===== config.mk =====
export PLATFORM = sky130hd
export DESIGN_NAME = layer_alpha_composite_guide_unit
export DESIGN_NICKNAME = d
export VERILOG_FILES = /design/src/hdl/lacg_pkg.sv /design/src/hdl/lacg_front.sv /design/src/hdl/lacg_fifo.sv /design/src/hdl/lacg_back.sv /design/src/hdl/layer_alpha_composite_guide_unit.sv
export SDC_FILE = /design/constraint.sdc
export NUM_CORES = 2
export LEC_CHECK = 0
export ABC_CLOCK_PERIOD_IN_PS = 11300
export CORE_ASPECT_RATIO = 0.6
export CORE_MARGIN = 2
export CORE_UTILIZATION = 24
export CTS_BUF_LIST = sky130_fd_sc_hd__clkbuf_8
export CTS_CLUSTER_SIZE = 14
export DETAILED_ROUTE_END_ITERATION = 8
export DONT_BUFFER_PORTS = 1
export PLACE_DENSITY_LB_ADDON = 0.1
export SYNTH_ARGS = -nofsm -noshare
export SYNTH_HDL_FRONTEND = slang
export SYNTH_SLANG_ARGS = --single-unit

===== constraint.sdc =====
create_clock -name clk -period 11.3 [get_ports clk]
set_clock_uncertainty 0.15 [all_clocks]
set_input_delay 0 -clock clk [delete_from_list [all_inputs] [get_ports clk]]
set_output_delay 0 -clock clk [all_outputs]
set_load 0.05 [all_outputs]

===== src/hdl/lacg_pkg.sv =====
// Shared types and constants for the layer alpha composite block.
// No dependencies; every other file refers to this package by scoped names.
`default_nettype none

package lacg_pkg;

    // Queue between the front end and the back end
    localparam int FIFO_DEPTH = 4;
    localparam int FIFO_AW    = 2;
    localparam int FIFO_CW    = 3;

    // Divisors of the fixed-point conversions
    localparam longint unsigned ALPHA_DIV = 64'd65025;
    localparam longint unsigned COL_DIV   = 64'd255;

    // floor(y / 65025) == (y * RECIP_M) >> RECIP_SH for every 32-bit y
    localparam logic [31:0] RECIP_M   = 32'd2164359683;
    localparam int          RECIP_SH  = 47;
    localparam logic [31:0] ALPHA_RND = 32'd32512;

    // Configuration reset values
    localparam logic [7:0] TOL_RST   = 8'd10;
    localparam logic [7:0] RED_RST   = 8'd0;
    localparam logic [7:0] GREEN_RST = 8'd0;
    localparam logic [7:0] BLUE_RST  = 8'd255;

    typedef enum logic [1:0] {
        CFG_TOLERANCE = 2'd0,
        CFG_RED       = 2'd1,
        CFG_GREEN     = 2'd2,
        CFG_BLUE      = 2'd3
    } cfg_reg_t;

    typedef struct packed {
        logic skip;
        logic last;
    } layer_flags_t;

    typedef struct packed {
        logic [FIFO_CW-1:0] count;
        logic               empty;
    } fifo_stat_t;

endpackage

`default_nettype wire


===== src/hdl/lacg_front.sv =====
// Front end: accepts layer pixels, converts colour and alpha to fixed point.
// Uses lacg_pkg; feeds lacg_fifo and throttles input on queue credit.
`default_nettype none

module lacg_front #(
    parameter int FRAC_BITS = 16
) (
    input  wire logic                      clk,
    input  wire logic                      rst_n,
    input  wire logic                      in_valid,
    output logic                           in_stall,
    input  wire logic [7:0]                pixel_alpha,
    input  wire logic [7:0]                pixel_red,
    input  wire logic [7:0]                pixel_green,
    input  wire logic [7:0]                pixel_blue,
    input  wire logic [7:0]                layer_opacity,
    input  wire logic                      layer_skip,
    input  wire logic                      last_layer,
    input  wire lacg_pkg::fifo_stat_t      fifo_stat,
    output logic                           push,
    output logic [FRAC_BITS:0]             sa,
    output logic [FRAC_BITS:0]             s_red,
    output logic [FRAC_BITS:0]             s_green,
    output logic [FRAC_BITS:0]             s_blue,
    output lacg_pkg::layer_flags_t         flags
);

    localparam int W  = FRAC_BITS + 1;
    localparam int SW = lacg_pkg::FIFO_CW + 1;
    localparam int SH = FRAC_BITS % 8;

    localparam longint unsigned ONE_L   = 64'd1 << FRAC_BITS;
    localparam longint unsigned ALPHA_K = ONE_L / lacg_pkg::ALPHA_DIV;
    localparam longint unsigned ALPHA_R = ONE_L % lacg_pkg::ALPHA_DIV;
    localparam longint unsigned COL_E   = 64'd1 << SH;
    localparam longint unsigned COL_K   = (ONE_L - COL_E) / lacg_pkg::COL_DIV;

    localparam logic [8:0]   ALPHA_K_V = 9'(ALPHA_K);
    localparam logic [15:0]  ALPHA_R_V = 16'(ALPHA_R);
    localparam logic [W-1:0] COL_K_V   = W'(COL_K);

    // 2^F = 255*COL_K + 2^(F mod 8): split off the exact part, divide the rest
    function automatic logic [W-1:0] byte_to_fx(input logic [7:0] c);
        logic [14:0]  t;
        logic [15:0]  q;
        logic [W+7:0] base;
        t    = (15'(c) << SH) + 15'd127;
        q    = 16'(t) + 16'(t[14:8]) + 16'd1;
        base = (W+8)'(c) * (W+8)'(COL_K_V);
        return W'(base + (W+8)'(q[15:8]));
    endfunction

    logic                   accept;
    logic [SW-1:0]          in_flight;

    logic                   v1_reg;
    logic [15:0]            p1_reg;
    logic [7:0]             r1_reg;
    logic [7:0]             g1_reg;
    logic [7:0]             b1_reg;
    lacg_pkg::layer_flags_t f1_reg;

    logic                   v2_reg;
    logic [24:0]            pk2_reg;
    logic [31:0]            y2_reg;
    logic [W-1:0]           sr2_reg;
    logic [W-1:0]           sg2_reg;
    logic [W-1:0]           sb2_reg;
    lacg_pkg::layer_flags_t f2_reg;

    logic [63:0]            recip_prod;
    logic [16:0]            rem_q;
    logic [25:0]            sa_wide;

    // Hold input while queue plus pipeline would exceed the queue depth
    assign in_flight = SW'(fifo_stat.count) + SW'(v1_reg) + SW'(v2_reg);
    assign in_stall  = (in_flight >= SW'(lacg_pkg::FIFO_DEPTH));
    assign accept    = in_valid && !in_stall;

    always_ff @(posedge clk or negedge rst_n)
    begin
        if (!rst_n)
        begin
            v1_reg <= 1'b0;
            v2_reg <= 1'b0;
        end
        else
        begin
            v1_reg <= accept;
            v2_reg <= v1_reg;
        end
    end

    always_ff @(posedge clk)
    begin
        if (accept)
        begin
            p1_reg      <= {8'd0, pixel_alpha} * {8'd0, layer_opacity};
            r1_reg      <= pixel_red;
            g1_reg      <= pixel_green;
            b1_reg      <= pixel_blue;
            f1_reg.skip <= layer_skip;
            f1_reg.last <= last_layer;
        end
        if (v1_reg)
        begin
            pk2_reg <= 25'(p1_reg) * 25'(ALPHA_K_V);
            y2_reg  <= 32'(p1_reg) * 32'(ALPHA_R_V) + lacg_pkg::ALPHA_RND;
            sr2_reg <= byte_to_fx(r1_reg);
            sg2_reg <= byte_to_fx(g1_reg);
            sb2_reg <= byte_to_fx(b1_reg);
            f2_reg  <= f1_reg;
        end
    end

    // Remainder part of the alpha division by 65025, via reciprocal multiply
    assign recip_prod = 64'(y2_reg) * 64'(lacg_pkg::RECIP_M);
    assign rem_q      = 17'(recip_prod >> lacg_pkg::RECIP_SH);
    assign sa_wide    = 26'(pk2_reg) + 26'(rem_q);

    assign push    = v2_reg;
    assign sa      = sa_wide[W-1:0];
    assign s_red   = sr2_reg;
    assign s_green = sg2_reg;
    assign s_blue  = sb2_reg;
    assign flags   = f2_reg;

endmodule

`default_nettype wire


===== src/hdl/lacg_fifo.sv =====
// Short queue between front end and back end, register slots with head read.
// Uses lacg_pkg for depth constants and the status struct.
`default_nettype none

module lacg_fifo #(
    parameter int DW = 70
) (
    input  wire logic                 clk,
    input  wire logic                 rst_n,
    input  wire logic                 push,
    input  wire logic [DW-1:0]        wdata,
    input  wire logic                 pop,
    output logic [DW-1:0]             rdata,
    output lacg_pkg::fifo_stat_t      stat
);

    logic [DW-1:0]                   slot_reg [lacg_pkg::FIFO_DEPTH];
    logic [lacg_pkg::FIFO_AW-1:0]    wr_ptr_reg;
    logic [lacg_pkg::FIFO_AW-1:0]    rd_ptr_reg;
    logic [lacg_pkg::FIFO_CW-1:0]    cnt_reg;
    logic [lacg_pkg::FIFO_CW-1:0]    cnt_next;

    always_comb
    begin
        cnt_next = cnt_reg;
        if (push && !pop)
        begin
            cnt_next = cnt_reg + 1'b1;
        end
        else if (pop && !push)
        begin
            cnt_next = cnt_reg - 1'b1;
        end
    end

    always_ff @(posedge clk or negedge rst_n)
    begin
        if (!rst_n)
        begin
            wr_ptr_reg <= '0;
            rd_ptr_reg <= '0;
            cnt_reg    <= '0;
        end
        else
        begin
            if (push)
            begin
                wr_ptr_reg <= wr_ptr_reg + 1'b1;
            end
            if (pop)
            begin
                rd_ptr_reg <= rd_ptr_reg + 1'b1;
            end
            cnt_reg <= cnt_next;
        end
    end

    always_ff @(posedge clk)
    begin
        if (push)
        begin
            slot_reg[wr_ptr_reg] <= wdata;
        end
    end

    assign rdata      = slot_reg[rd_ptr_reg];
    assign stat.count = cnt_reg;
    assign stat.empty = (cnt_reg == '0);

endmodule

`default_nettype wire


===== src/hdl/lacg_back.sv =====
// Back end: blends queued layers into the colour accumulators, finishes pixels.
// Holds the configuration registers; uses lacg_pkg.
`default_nettype none

module lacg_back #(
    parameter int FRAC_BITS = 16
) (
    input  wire logic                  clk,
    input  wire logic                  rst_n,
    input  wire logic                  cfg_valid,
    output logic                       cfg_ready,
    input  wire logic [1:0]            cfg_index,
    input  wire logic [7:0]            cfg_data,
    input  wire logic                  head_valid,
    input  wire logic [FRAC_BITS:0]    head_sa,
    input  wire logic [FRAC_BITS:0]    head_s_red,
    input  wire logic [FRAC_BITS:0]    head_s_green,
    input  wire logic [FRAC_BITS:0]    head_s_blue,
    input  wire lacg_pkg::layer_flags_t head_flags,
    output logic                       pop,
    output logic                       out_valid,
    input  wire logic                  out_stall,
    output logic [7:0]                 out_red,
    output logic [7:0]                 out_green,
    output logic [7:0]                 out_blue,
    output logic                       near_guide
);

    localparam int           W     = FRAC_BITS + 1;
    localparam logic [W-1:0] ONE_V = W'(1) << FRAC_BITS;

    // acc + floor(((s - acc) * sa + ONE/2) / ONE)
    function automatic logic [W-1:0] blend_ch(
        input logic [W-1:0] acc,
        input logic [W-1:0] s,
        input logic [W-1:0] alpha
    );
        logic signed [W+1:0]   diff;
        logic signed [2*W+3:0] prod;
        logic signed [2*W+3:0] shifted;
        diff    = $signed({2'b00, s}) - $signed({2'b00, acc});
        prod    = diff * $signed({2'b00, alpha});
        prod    = prod + $signed((2*W+4)'(1) << (FRAC_BITS - 1));
        shifted = prod >>> FRAC_BITS;
        return acc + shifted[W-1:0];
    endfunction

    function automatic logic [7:0] to_byte(input logic [W-1:0] acc);
        logic [W-1:0] v;
        logic [W+7:0] x;
        logic [W+7:0] y;
        v = (acc > ONE_V) ? ONE_V : acc;
        x = ((W+8)'(v) << 8) - (W+8)'(v) + ((W+8)'(1) << (FRAC_BITS - 1));
        y = x >> FRAC_BITS;
        return y[7:0];
    endfunction

    function automatic logic close_to(
        input logic [7:0] a,
        input logic [7:0] b,
        input logic [7:0] tol
    );
        logic [8:0] d;
        d = (a > b) ? ({1'b0, a} - {1'b0, b}) : ({1'b0, b} - {1'b0, a});
        return d <= {1'b0, tol};
    endfunction

    logic [7:0]   tol_reg;
    logic [7:0]   guide_r_reg;
    logic [7:0]   guide_g_reg;
    logic [7:0]   guide_b_reg;

    logic [W-1:0] acc_r_reg;
    logic [W-1:0] acc_g_reg;
    logic [W-1:0] acc_b_reg;
    logic [W-1:0] acc_r_next;
    logic [W-1:0] acc_g_next;
    logic [W-1:0] acc_b_next;

    logic         fin_valid_reg;
    logic [W-1:0] fin_r_reg;
    logic [W-1:0] fin_g_reg;
    logic [W-1:0] fin_b_reg;

    logic         out_valid_reg;
    logic [7:0]   out_r_reg;
    logic [7:0]   out_g_reg;
    logic [7:0]   out_b_reg;
    logic         near_reg;

    logic         out_free;
    logic         fin_free;
    logic         fin_move;
    logic [7:0]   byte_r;
    logic [7:0]   byte_g;
    logic [7:0]   byte_b;

    assign cfg_ready = 1'b1;

    always_ff @(posedge clk or negedge rst_n)
    begin
        if (!rst_n)
        begin
            tol_reg     <= lacg_pkg::TOL_RST;
            guide_r_reg <= lacg_pkg::RED_RST;
            guide_g_reg <= lacg_pkg::GREEN_RST;
            guide_b_reg <= lacg_pkg::BLUE_RST;
        end
        else if (cfg_valid)
        begin
            case (cfg_index)
                lacg_pkg::CFG_TOLERANCE: tol_reg     <= cfg_data;
                lacg_pkg::CFG_RED:       guide_r_reg <= cfg_data;
                lacg_pkg::CFG_GREEN:     guide_g_reg <= cfg_data;
                lacg_pkg::CFG_BLUE:      guide_b_reg <= cfg_data;
                default:                 tol_reg     <= tol_reg;
            endcase
        end
    end

    assign out_free = !out_valid_reg || !out_stall;
    assign fin_free = !fin_valid_reg || out_free;
    assign fin_move = fin_valid_reg && out_free;

    // Non-last layers never need the finish stage, so they always drain
    assign pop = head_valid && (fin_free || !head_flags.last);

    always_comb
    begin
        acc_r_next = acc_r_reg;
        acc_g_next = acc_g_reg;
        acc_b_next = acc_b_reg;
        if (!head_flags.skip)
        begin
            acc_r_next = blend_ch(acc_r_reg, head_s_red, head_sa);
            acc_g_next = blend_ch(acc_g_reg, head_s_green, head_sa);
            acc_b_next = blend_ch(acc_b_reg, head_s_blue, head_sa);
        end
    end

    always_ff @(posedge clk or negedge rst_n)
    begin
        if (!rst_n)
        begin
            acc_r_reg     <= ONE_V;
            acc_g_reg     <= ONE_V;
            acc_b_reg     <= ONE_V;
            fin_valid_reg <= 1'b0;
            out_valid_reg <= 1'b0;
        end
        else
        begin
            if (pop)
            begin
                if (head_flags.last)
                begin
                    // back to white for the next screen pixel
                    acc_r_reg <= ONE_V;
                    acc_g_reg <= ONE_V;
                    acc_b_reg <= ONE_V;
                end
                else
                begin
                    acc_r_reg <= acc_r_next;
                    acc_g_reg <= acc_g_next;
                    acc_b_reg <= acc_b_next;
                end
            end

            if (pop && head_flags.last)
            begin
                fin_valid_reg <= 1'b1;
            end
            else if (fin_move)
            begin
                fin_valid_reg <= 1'b0;
            end

            if (fin_move)
            begin
                out_valid_reg <= 1'b1;
            end
            else if (!out_stall)
            begin
                out_valid_reg <= 1'b0;
            end
        end
    end

    assign byte_r = to_byte(fin_r_reg);
    assign byte_g = to_byte(fin_g_reg);
    assign byte_b = to_byte(fin_b_reg);

    always_ff @(posedge clk)
    begin
        if (pop && head_flags.last)
        begin
            fin_r_reg <= acc_r_next;
            fin_g_reg <= acc_g_next;
            fin_b_reg <= acc_b_next;
        end
        if (fin_move)
        begin
            out_r_reg <= byte_r;
            out_g_reg <= byte_g;
            out_b_reg <= byte_b;
            near_reg  <= close_to(byte_r, guide_r_reg, tol_reg)
                      && close_to(byte_g, guide_g_reg, tol_reg)
                      && close_to(byte_b, guide_b_reg, tol_reg);
        end
    end

    assign out_valid  = out_valid_reg;
    assign out_red    = out_r_reg;
    assign out_green  = out_g_reg;
    assign out_blue   = out_b_reg;
    assign near_guide = near_reg;

endmodule

`default_nettype wire


===== src/hdl/layer_alpha_composite_guide_unit.sv =====
// Layer alpha composite with guide-colour check: top level.
// Instantiates lacg_front, lacg_fifo and lacg_back; uses lacg_pkg.
//
// Usage:
//   Feed one layer pixel per transaction on the input channel (in_valid /
//   in_stall), bottom layer first, last_layer set on the topmost one. Each
//   screen pixel starts from white. After the last layer one transaction
//   leaves on the output channel (out_valid / out_stall) with the clamped,
//   rounded colour and near_guide.
//   Guide colour and tolerance sit behind the cfg port (cfg_valid, cfg_ready,
//   cfg_index, cfg_data); cfg_ready is always high. Write them only while idle.
// Timing:
//   Throughput is one layer pixel per cycle while in_stall is low, set by
//   the per-channel blend multiply-add that closes on the accumulator
//   registers in the back end. From accepting the last layer to out_valid,
//   a result passes the two front-end stages, the queue, the blend into the
//   finish stage and the output byte conversion stage.
//   in_stall rises when the queue plus the front-end stages hold four items.
//   While out_stall holds a result, the next result waits in the finish
//   stage; after that the queue fills and in_stall rises.
// Reset:
//   rst_n clears all transactions in flight, sets the accumulators to white
//   and the configuration to tolerance 10, guide colour pure blue.
`default_nettype none

module layer_alpha_composite_guide_unit #(
    parameter int FRAC_BITS = 16
) (
    input  wire logic        clk,
    input  wire logic        rst_n,
    input  wire logic        in_valid,
    output logic             in_stall,
    input  wire logic [7:0]  pixel_alpha,
    input  wire logic [7:0]  pixel_red,
    input  wire logic [7:0]  pixel_green,
    input  wire logic [7:0]  pixel_blue,
    input  wire logic [7:0]  layer_opacity,
    input  wire logic        layer_skip,
    input  wire logic        last_layer,
    output logic             out_valid,
    input  wire logic        out_stall,
    output logic [7:0]       out_red,
    output logic [7:0]       out_green,
    output logic [7:0]       out_blue,
    output logic             near_guide,
    input  wire logic        cfg_valid,
    output logic             cfg_ready,
    input  wire logic [1:0]  cfg_index,
    input  wire logic [7:0]  cfg_data
);

    localparam int W  = FRAC_BITS + 1;
    localparam int EW = 4 * W + 2;

    lacg_pkg::fifo_stat_t   fifo_stat;
    lacg_pkg::layer_flags_t front_flags;
    lacg_pkg::layer_flags_t head_flags;

    logic           push;
    logic           pop;
    logic [W-1:0]   front_sa;
    logic [W-1:0]   front_s_r;
    logic [W-1:0]   front_s_g;
    logic [W-1:0]   front_s_b;
    logic [W-1:0]   head_sa;
    logic [W-1:0]   head_s_r;
    logic [W-1:0]   head_s_g;
    logic [W-1:0]   head_s_b;
    logic [EW-1:0]  wdata;
    logic [EW-1:0]  rdata;

    lacg_front #(
        .FRAC_BITS (FRAC_BITS)
    ) u_front (
        .clk           (clk),
        .rst_n         (rst_n),
        .in_valid      (in_valid),
        .in_stall      (in_stall),
        .pixel_alpha   (pixel_alpha),
        .pixel_red     (pixel_red),
        .pixel_green   (pixel_green),
        .pixel_blue    (pixel_blue),
        .layer_opacity (layer_opacity),
        .layer_skip    (layer_skip),
        .last_layer    (last_layer),
        .fifo_stat     (fifo_stat),
        .push          (push),
        .sa            (front_sa),
        .s_red         (front_s_r),
        .s_green       (front_s_g),
        .s_blue        (front_s_b),
        .flags         (front_flags)
    );

    assign wdata = {front_sa, front_s_r, front_s_g, front_s_b, front_flags};

    lacg_fifo #(
        .DW (EW)
    ) u_fifo (
        .clk   (clk),
        .rst_n (rst_n),
        .push  (push),
        .wdata (wdata),
        .pop   (pop),
        .rdata (rdata),
        .stat  (fifo_stat)
    );

    assign {head_sa, head_s_r, head_s_g, head_s_b, head_flags} = rdata;

    lacg_back #(
        .FRAC_BITS (FRAC_BITS)
    ) u_back (
        .clk          (clk),
        .rst_n        (rst_n),
        .cfg_valid    (cfg_valid),
        .cfg_ready    (cfg_ready),
        .cfg_index    (cfg_index),
        .cfg_data     (cfg_data),
        .head_valid   (!fifo_stat.empty),
        .head_sa      (head_sa),
        .head_s_red   (head_s_r),
        .head_s_green (head_s_g),
        .head_s_blue  (head_s_b),
        .head_flags   (head_flags),
        .pop          (pop),
        .out_valid    (out_valid),
        .out_stall    (out_stall),
        .out_red      (out_red),
        .out_green    (out_green),
        .out_blue     (out_blue),
        .near_guide   (near_guide)
    );

endmodule

`default_nettype wire


; Word level (Yosys, flattened, before mapping)
; Memory sizes are Yosys's and may differ from the RTL's.
; Index checks and enable logic that the tools add are counted.
[word_totals]
reg_bits = 313
mem_bits_rw = 280
in_bits = 57
out_inout_bits = 28
elab_cells = 146
mem_count = 1
[classes]
addsub = 41
multipliers = 9
order_cmp = 10
eq_ne = 4
muxes = 20
n_reduce_logical = 27
[memory_table]
columns = name, words, width, rd, rd_clocked_by_memory_dff, write_ports, line
row1 = u_fifo.slot_reg, 4, 70, 1, 0, 1, lacg_fifo.sv:17  ; logic [DW-1:0] slot_reg [lacg_pkg::FIFO_DEPTH];
[ops]
columns = op, count
row1 = 17-bit 2-to-1 mux, 9
row2 = "33-bit by 17-bit adder with 33-bit output, second input constant", 3
row3 = 18-bit by 18-bit multiplier with 33-bit output, 3
row4 = "24-bit by 16-bit adder with 24-bit output, second input constant", 3
row5 = 24-bit by 17-bit subtractor with 24-bit output, 3
row6 = "32-bit by 32-bit multiplier with 64-bit output, second input constant", 1
row7 = 17-bit by 17-bit subtractor with 18-bit output, 3
row8 = 8-bit by 8-bit subtractor with 9-bit output, 6
row9 = 17-bit adder, 3
row10 = 17-bit by 8-bit adder with 17-bit output, 3
row11 = "17-bit > comparator, second input constant", 3
row12 = "8-bit by 9-bit multiplier with 17-bit output, second input constant", 3
row13 = 15-bit by 7-bit adder with 16-bit output, 3
row14 = "16-bit by 1-bit adder with 16-bit output, second input constant", 3
row15 = "8-bit by 7-bit adder with 9-bit output, second input constant", 3
row16 = 9-bit by 8-bit <= comparator with 1-bit output, 3
row17 = 9-bit 2-to-1 mux, 3
row18 = "25-bit by 15-bit adder with 26-bit output, second input constant", 1
row19 = "16-bit by 9-bit multiplier with 25-bit output, second input constant", 1
row20 = 8-bit > comparator, 3
row21 = 16-bit by 17-bit adder with 17-bit output, 1
row22 = 8-bit by 8-bit multiplier with 16-bit output, 1
row23 = 1-bit logical AND, 8
row24 = 1-bit logical NOT, 8
row25 = 16 further kinds, 30

; Depth between registers and ports, before layout
[depth]
word_depth = 9
mapped_depth = 51
mapped_depth_nobuf = 46

; By module
; From an unflattened synthesis, not the netlist that was laid out.
[unflattened]
hier_cells = 7287
area_unflattened_um2 = 75856.5
[by_module_without_submodules]
columns = mod, n_inst, cells_each, area_each_um2, seq_area_each_um2
row1 = lacg_back, 1, 5229, 47307.9, 4425.5
row2 = lacg_front, 1, 1658, 17979.7, 4134.0
row3 = lacg_fifo, 1, 399, 10565.1, 8583.2
row4 = layer_alpha_composite_guide_unit, 1, 1, 3.8, 0.0

; Worst setup path before layout
; OpenSTA, ideal clock, no wires.
[synth_timing]
path_kind = reg2reg
start = reg u_fifo.rd_ptr_reg[0] in the netlist's numbering
end = reg u_back.acc_g_reg[16]
setup_ns = 0.080
t_arrival_ns = 11.772
required_time_ns = 11.070
path_slack_ns = -0.701
stages_incl_launch_ff = 45
path_buffers = 6
period_less_slack_ns = 12.001
cell_sequence = dfrtp_1 > buf_6 > buf_2 > clkbuf_1 > clkbuf_1 > buf_1 > mux4_2 > ha_1 > nor2b_1 > o31a_1 > nor3_1 > o31a_1 > a21oi_1 > a21o_1 > a21oi_1 > xor2_1 > clkbuf_1 > nor2_1 > [9 not listed] > inv_1 > ha_1 > or4_1 > or3_4 > a21oi_4 > a211oi_2 > o31a_1 > o21a_1 > nor2_1 > ha_1 > or3_1 > o211ai_1 > o21ai_0 > xnor3_1 > and2_1 > mux2i_2 > a21oi_1 > o22a_1
[synth_between]
elab_chain_cells = 7
elab_cells_between_ends = 10
classes_between = 3 x add/sub / 1 x mul / 2 x mux / 3 x reduce/logical / 1 x memory
[synth_rtl]
columns = element, line
row1 = "start, declared", lacg_fifo.sv:19  ; logic [lacg_pkg::FIFO_AW-1:0] rd_ptr_reg;
row2 = "start signal, assigned", lacg_fifo.sv:52  ; rd_ptr_reg <= rd_ptr_reg + 1'b1;
row3 = memory read 4 x 70 bit *, --
row4 = 17-bit by 17-bit subtractor with 18-bit output, lacg_back.sv:41  ; diff = $signed({2'b00, s}) - $signed({2'b00, acc});
row5 = 18-bit by 18-bit multiplier with 33-bit output, lacg_back.sv:42  ; prod = diff * $signed({2'b00, alpha});
row6 = 33-bit by 17-bit adder with 33-bit output, lacg_back.sv:43  ; prod = prod + $signed((2*W+4)'(1) << (FRAC_BITS - 1));
row7 = 17-bit adder, lacg_back.sv:45  ; return acc + shifted[W-1:0];
row8 = 17-bit 2-to-1 mux, lacg_back.sv:133  ; if (!head_flags.skip)
row9 = 17-bit 2-to-1 mux, lacg_back.sv:155  ; if (head_flags.last)
row10 = "end signal, assigned", lacg_back.sv:165  ; acc_g_reg <= acc_g_next;
row11 = "end, declared", lacg_back.sv:74  ; logic [W-1:0] acc_g_reg;
; Mark *: on every way between the ends. The rest lies on a longest branch, timed or not.
; A chain may end at the register's enable or synchronous reset.

; Worst setup path in the final report
[layout_timing]
start = reg u_fifo.rd_ptr_reg[0] in the netlist's numbering
end = reg u_back.fin_r_reg[16] (data pin)
[layout_between]
elab_chain_cells = 6
[layout_rtl]
columns = element, line
row1 = memory read 4 x 70 bit *, --
row2 = 17-bit by 17-bit subtractor with 18-bit output, lacg_back.sv:41
row3 = 18-bit by 18-bit multiplier with 33-bit output, lacg_back.sv:42
row4 = 33-bit by 17-bit adder with 33-bit output, lacg_back.sv:43
row5 = 17-bit adder, lacg_back.sv:45
row6 = 17-bit 2-to-1 mux *, lacg_back.sv:133
row7 = named net u_back.acc_r_next[16], lacg_back.sv:76  ; logic [W-1:0] acc_r_next;
row8 = "end signal, assigned", lacg_back.sv:198  ; fin_r_reg <= acc_r_next;
row9 = "end, declared", lacg_back.sv:81  ; logic [W-1:0] fin_r_reg;
; Mark *: on every way through the listed nets, which the timed path passes. The rest lies on a longest branch.

==> summary.md <==
| Metric | Value |
|---|---|
| Status | `complete, no violations` |
| CP startpoint kind | `flip-flop` |
| Vias per cell | `4.325` |
| Core Footprint | `just over 300,000 um2` |
| I/O pin cnt | `85` |
| Port buffer count | `0` |
| Predominant post-synthesis flop cell | `edfxtp_1` |
| Largest net degree at the start of global routing | `90` |
| Max-slew headroom | `between 20 and 25%` |
| Most frequent cells in the layout | `1,565 x inv_1, 1,070 x fa_1, 970 x ha_1, 658 x nor2_1, 589 x nand2_1` |
| Largest register FFs | `280` |
| Syn Area/Cell | `approximately 10 um2` |
| Placed instance count | `between 10,000 and 15,000` |
| Root Driver | `clkbuf_8` |
| Pre-CTS setup slack | `-0.2584 ns` |
| Largest family of logic cells by synthesized area | `adder cells` |
| CP Class | `reg2reg` |
| Via count | `around 50,000` |
| Post-synth EDFFs | `492` |
| Final worst slack | `between 0.2 and 0.25 ns` |
| DR iter-0 viols | `around 3,600` |
| Fin Hold WS | `between 0.08 and 0.09 ns` |
| Crit path largest cell delay | `0.55 ns` |
| Yosys warnings | `0` |
| Critical-path maximum fanout | `17` |
| Crit share post-route | `98.08%` |
| Layout cell share with drive strength beyond 1 | `under 10%` |
| DR DRC count | `0` |
| Worst setup EP type | `flip-flop` |
| CTS tree | `built` |
| HP Class | `in2reg` |
| # H-tree levels | `3` |
| Slowest CP cell | `fa_1` |
| Layout area overhead | `15.03%` |
| Xor and xnor area share after synthesis | `approximately 4.0%` |
| Distinct cells, synth | `a little under 90` |
| F_max | `90.23 MHz` |
| Register area share after synthesis | `between 20 and 25%` |
| Worst path most repeated cell | `fa_1` |
| Worst Max-Slew Pin Slew | `approximately 1.2 ns` |
| Clk sinks | `around 590` |
| Cell count after synthesis | `just over 7,000` |
| Mux share of post-synthesis cell area | `2.957%` |
| Slew Limit Fails | `0` |
| Final setup viols | `0` |
| RSZ-0062 raised after global routing | `yes` |
| Sum Neg Setup Slack | `0 ns` |
| Starting Density | `between 20% and 30%` |
| Placement row count | `158` |
| Height of the die | `~440 um` |
| Drt wl/cell | `approximately 21 um` |
| First-pass DRT Iterations | `5` |
| CTS Buf Count | `97` |
| #FFs+latches synth | `586` |
| Clock Tree Buf Depth | `3` |
| Clock-pin slew on the worst setup and hold paths | `0.06 ns` |
| Final wirelength | `254.8 mm` |
| Clk Latency, worst-skew pair | `0.85 ns` |
| First-pass GRT wire length | `between 300 and 400 mm` |
| Critical Path RT | `~12 ns` |
| Fill count | `32,570` |
| Adder-Cell Fraction of Synth Area | `between 40% and 50%` |
| Initial antenna violation count | `25` |
| DRT antenna net count | `0` |
| Cell Count, Final, Fillers Out | `11,880` |
| Final Critical Period | `roughly 11 ns` |
| Die area | `about 320,000 um2` |
| Compound-cell area share of the yosys netlist | `a little over 6%` |
| Die width | `723.6 um` |
| Crit path DAT | `~11 ns` |
| Routability Congestion | `between 0.8 and 0.9` |
| Most common cell after layout, fill and taps aside | `inv_1` |
| Nets | `~10,000` |
| MaxCap Viol Count | `0` |
| Number of global-route vias before repair | `approximately 54,000` |
| Tot GR Track Use | `16.24%` |
| Global route overflow | `0` |
| Simple-Gate Fraction of Synth Area | `approximately a tenth` |
| Mapped Area | `roughly 75,000 um2` |
| DP HPWL | `about 210 mm` |
| Fin. Hold Viols | `0` |
| Asr flop ratio synth | `16.04%` |
## what timing repair did
item / CTS / global route
buffers inserted: 0 / 21
endpoints found under the hold margin: 259 / 0
setup endpoints to repair: 14 / 48
pin swaps: 0 / 28
hold buffers: 128 / 0
gates resized for setup: 17 / 88
## worst max-delay path, delay by kind of cell (launching register included)
family | cells | cell delay (ns)
XOR/XNOR | 4 | 0.75
multiplexers | 1 | 0.54
flip-flops | 1 | 0.46
buffers and inverters | 9 | 1.03
AO/OA/AOI/OAI | 15 | 2.82
AND/OR/NAND/NOR | 8 | 1.01
adder cells (fa/ha/maj) | 9 | 4.05
## logic make-up (layout without fill, tap and decap cells)
group                      count (synthesis)  after routing
buffers and inverters                   1726           2187
AOI/OAI and AO/OA                        701            701
and+or+nand+nor                         1700           1700
muxes                                    142            142
DFF                                      586            586
other                                      2             12
adders and majority gates               2051           2051
xor gates and xnor gates                 339            339
## area by class of cell
type,count,area [um2],share of cell area [%]
antenna,8,20.02,0.02334
timing repair buffer,464,4038,4.708
sequential,586,17150,20.00
clock buffer,98,1349,1.573
inverter,1543,5792,6.753
clock inverter,82,668.1,0.7790
multi-input combinational,4937,51540,60.09
tap,4160,5205,6.069
## synth_stat cells, types with 8 or more instances
master,instances,area (um2)
a211oi_1,18,135.1
a21boi_0,8,60.06
a21o_1,87,653.1
a21oi_1,151,755.7
a31oi_1,35,219.0
and2_1,54,337.8
and3_1,25,156.4
buf_1,17,63.81
clkbuf_1,163,611.8
dfrtp_1,81,2027
dfstp_2,13,341.6
edfxtp_1,492,14770
fa_1,1073,21480
ha_1,978,12240
inv_1,1543,5792
mux2_2,53,596.8
mux2i_1,31,310.3
mux4_2,57,1284
nand2_1,590,2215
nand2b_1,64,400.4
nand3_1,41,205.2
nand3b_1,9,67.56
nand4_1,29,181.4
nor2_1,664,2492
nor2b_1,97,606.8
nor3_1,55,275.3
nor3b_1,13,97.59
nor4_1,15,93.84
o211ai_1,18,135.1
o21a_1,50,375.4
o21ai_0,188,940.9
o21ai_1,15,75.07
o21bai_1,38,285.3
or2_2,18,112.6
xnor2_1,221,1936
xor2_1,115,1007
## per-layer routing
metal | vias to the layer above | GRT usage [%] | share of wire (%)
met5 | - | 0 | 0
met1 | 26330 | 27.70 | 57
met2 | 1050 | 20.88 | 37
li1 | 23850 | - | -
met4 | 0 | 1.536 | 0.89
met3 | 146 | 3.109 | 5.7
## path summary, 6_finish.rpt
check / from / endpoint / slack [ns] / cells after the start
setup / recovery: u_fifo.rd_ptr_reg[0]$_DFFE_PN0P_ / u_back.fin_r_reg[16]$_DFFE_PP_ / 0.22 / 46
hold reg to reg: u_front.f1_reg[1]$_DFFE_PP_ / u_front.flags[1]$_DFFE_PP_ / 0.28 / 0
hold / removal: layer_opacity[6] / u_front.p1_reg[13]$_DFFE_PP_ / 0.09 / 7
max in group asynchronous: rst_n / u_fifo.rd_ptr_reg[1]$_DFFE_PN0P_ / 9.95 / 4
setup reg to reg: u_fifo.rd_ptr_reg[0]$_DFFE_PN0P_ / u_back.fin_r_reg[16]$_DFFE_PP_ / 0.22 / 46
min in group asynchronous: rst_n / u_back.acc_r_reg[16]$_DFFE_PN1P_ / 0.25 / 3
## per-stage QoR
| stage | utilization [%] | area, um2 |
|---|---|---|
| 6_report | 27.76 | 85770 |
| 5_1_grt | 27.75 | 85750 |
| 4_1_cts | 27.58 | 85230 |
| 3_5_place_dp | 26.47 | 81790 |
| 3_3_place_gp | 26.47 | 81790 |
| 2_1_floorplan | - | 74590 |
Power is left out: the tool's default activity adds up to more than one toggle a clock period on the data nets, which glitch-free logic cannot reach.
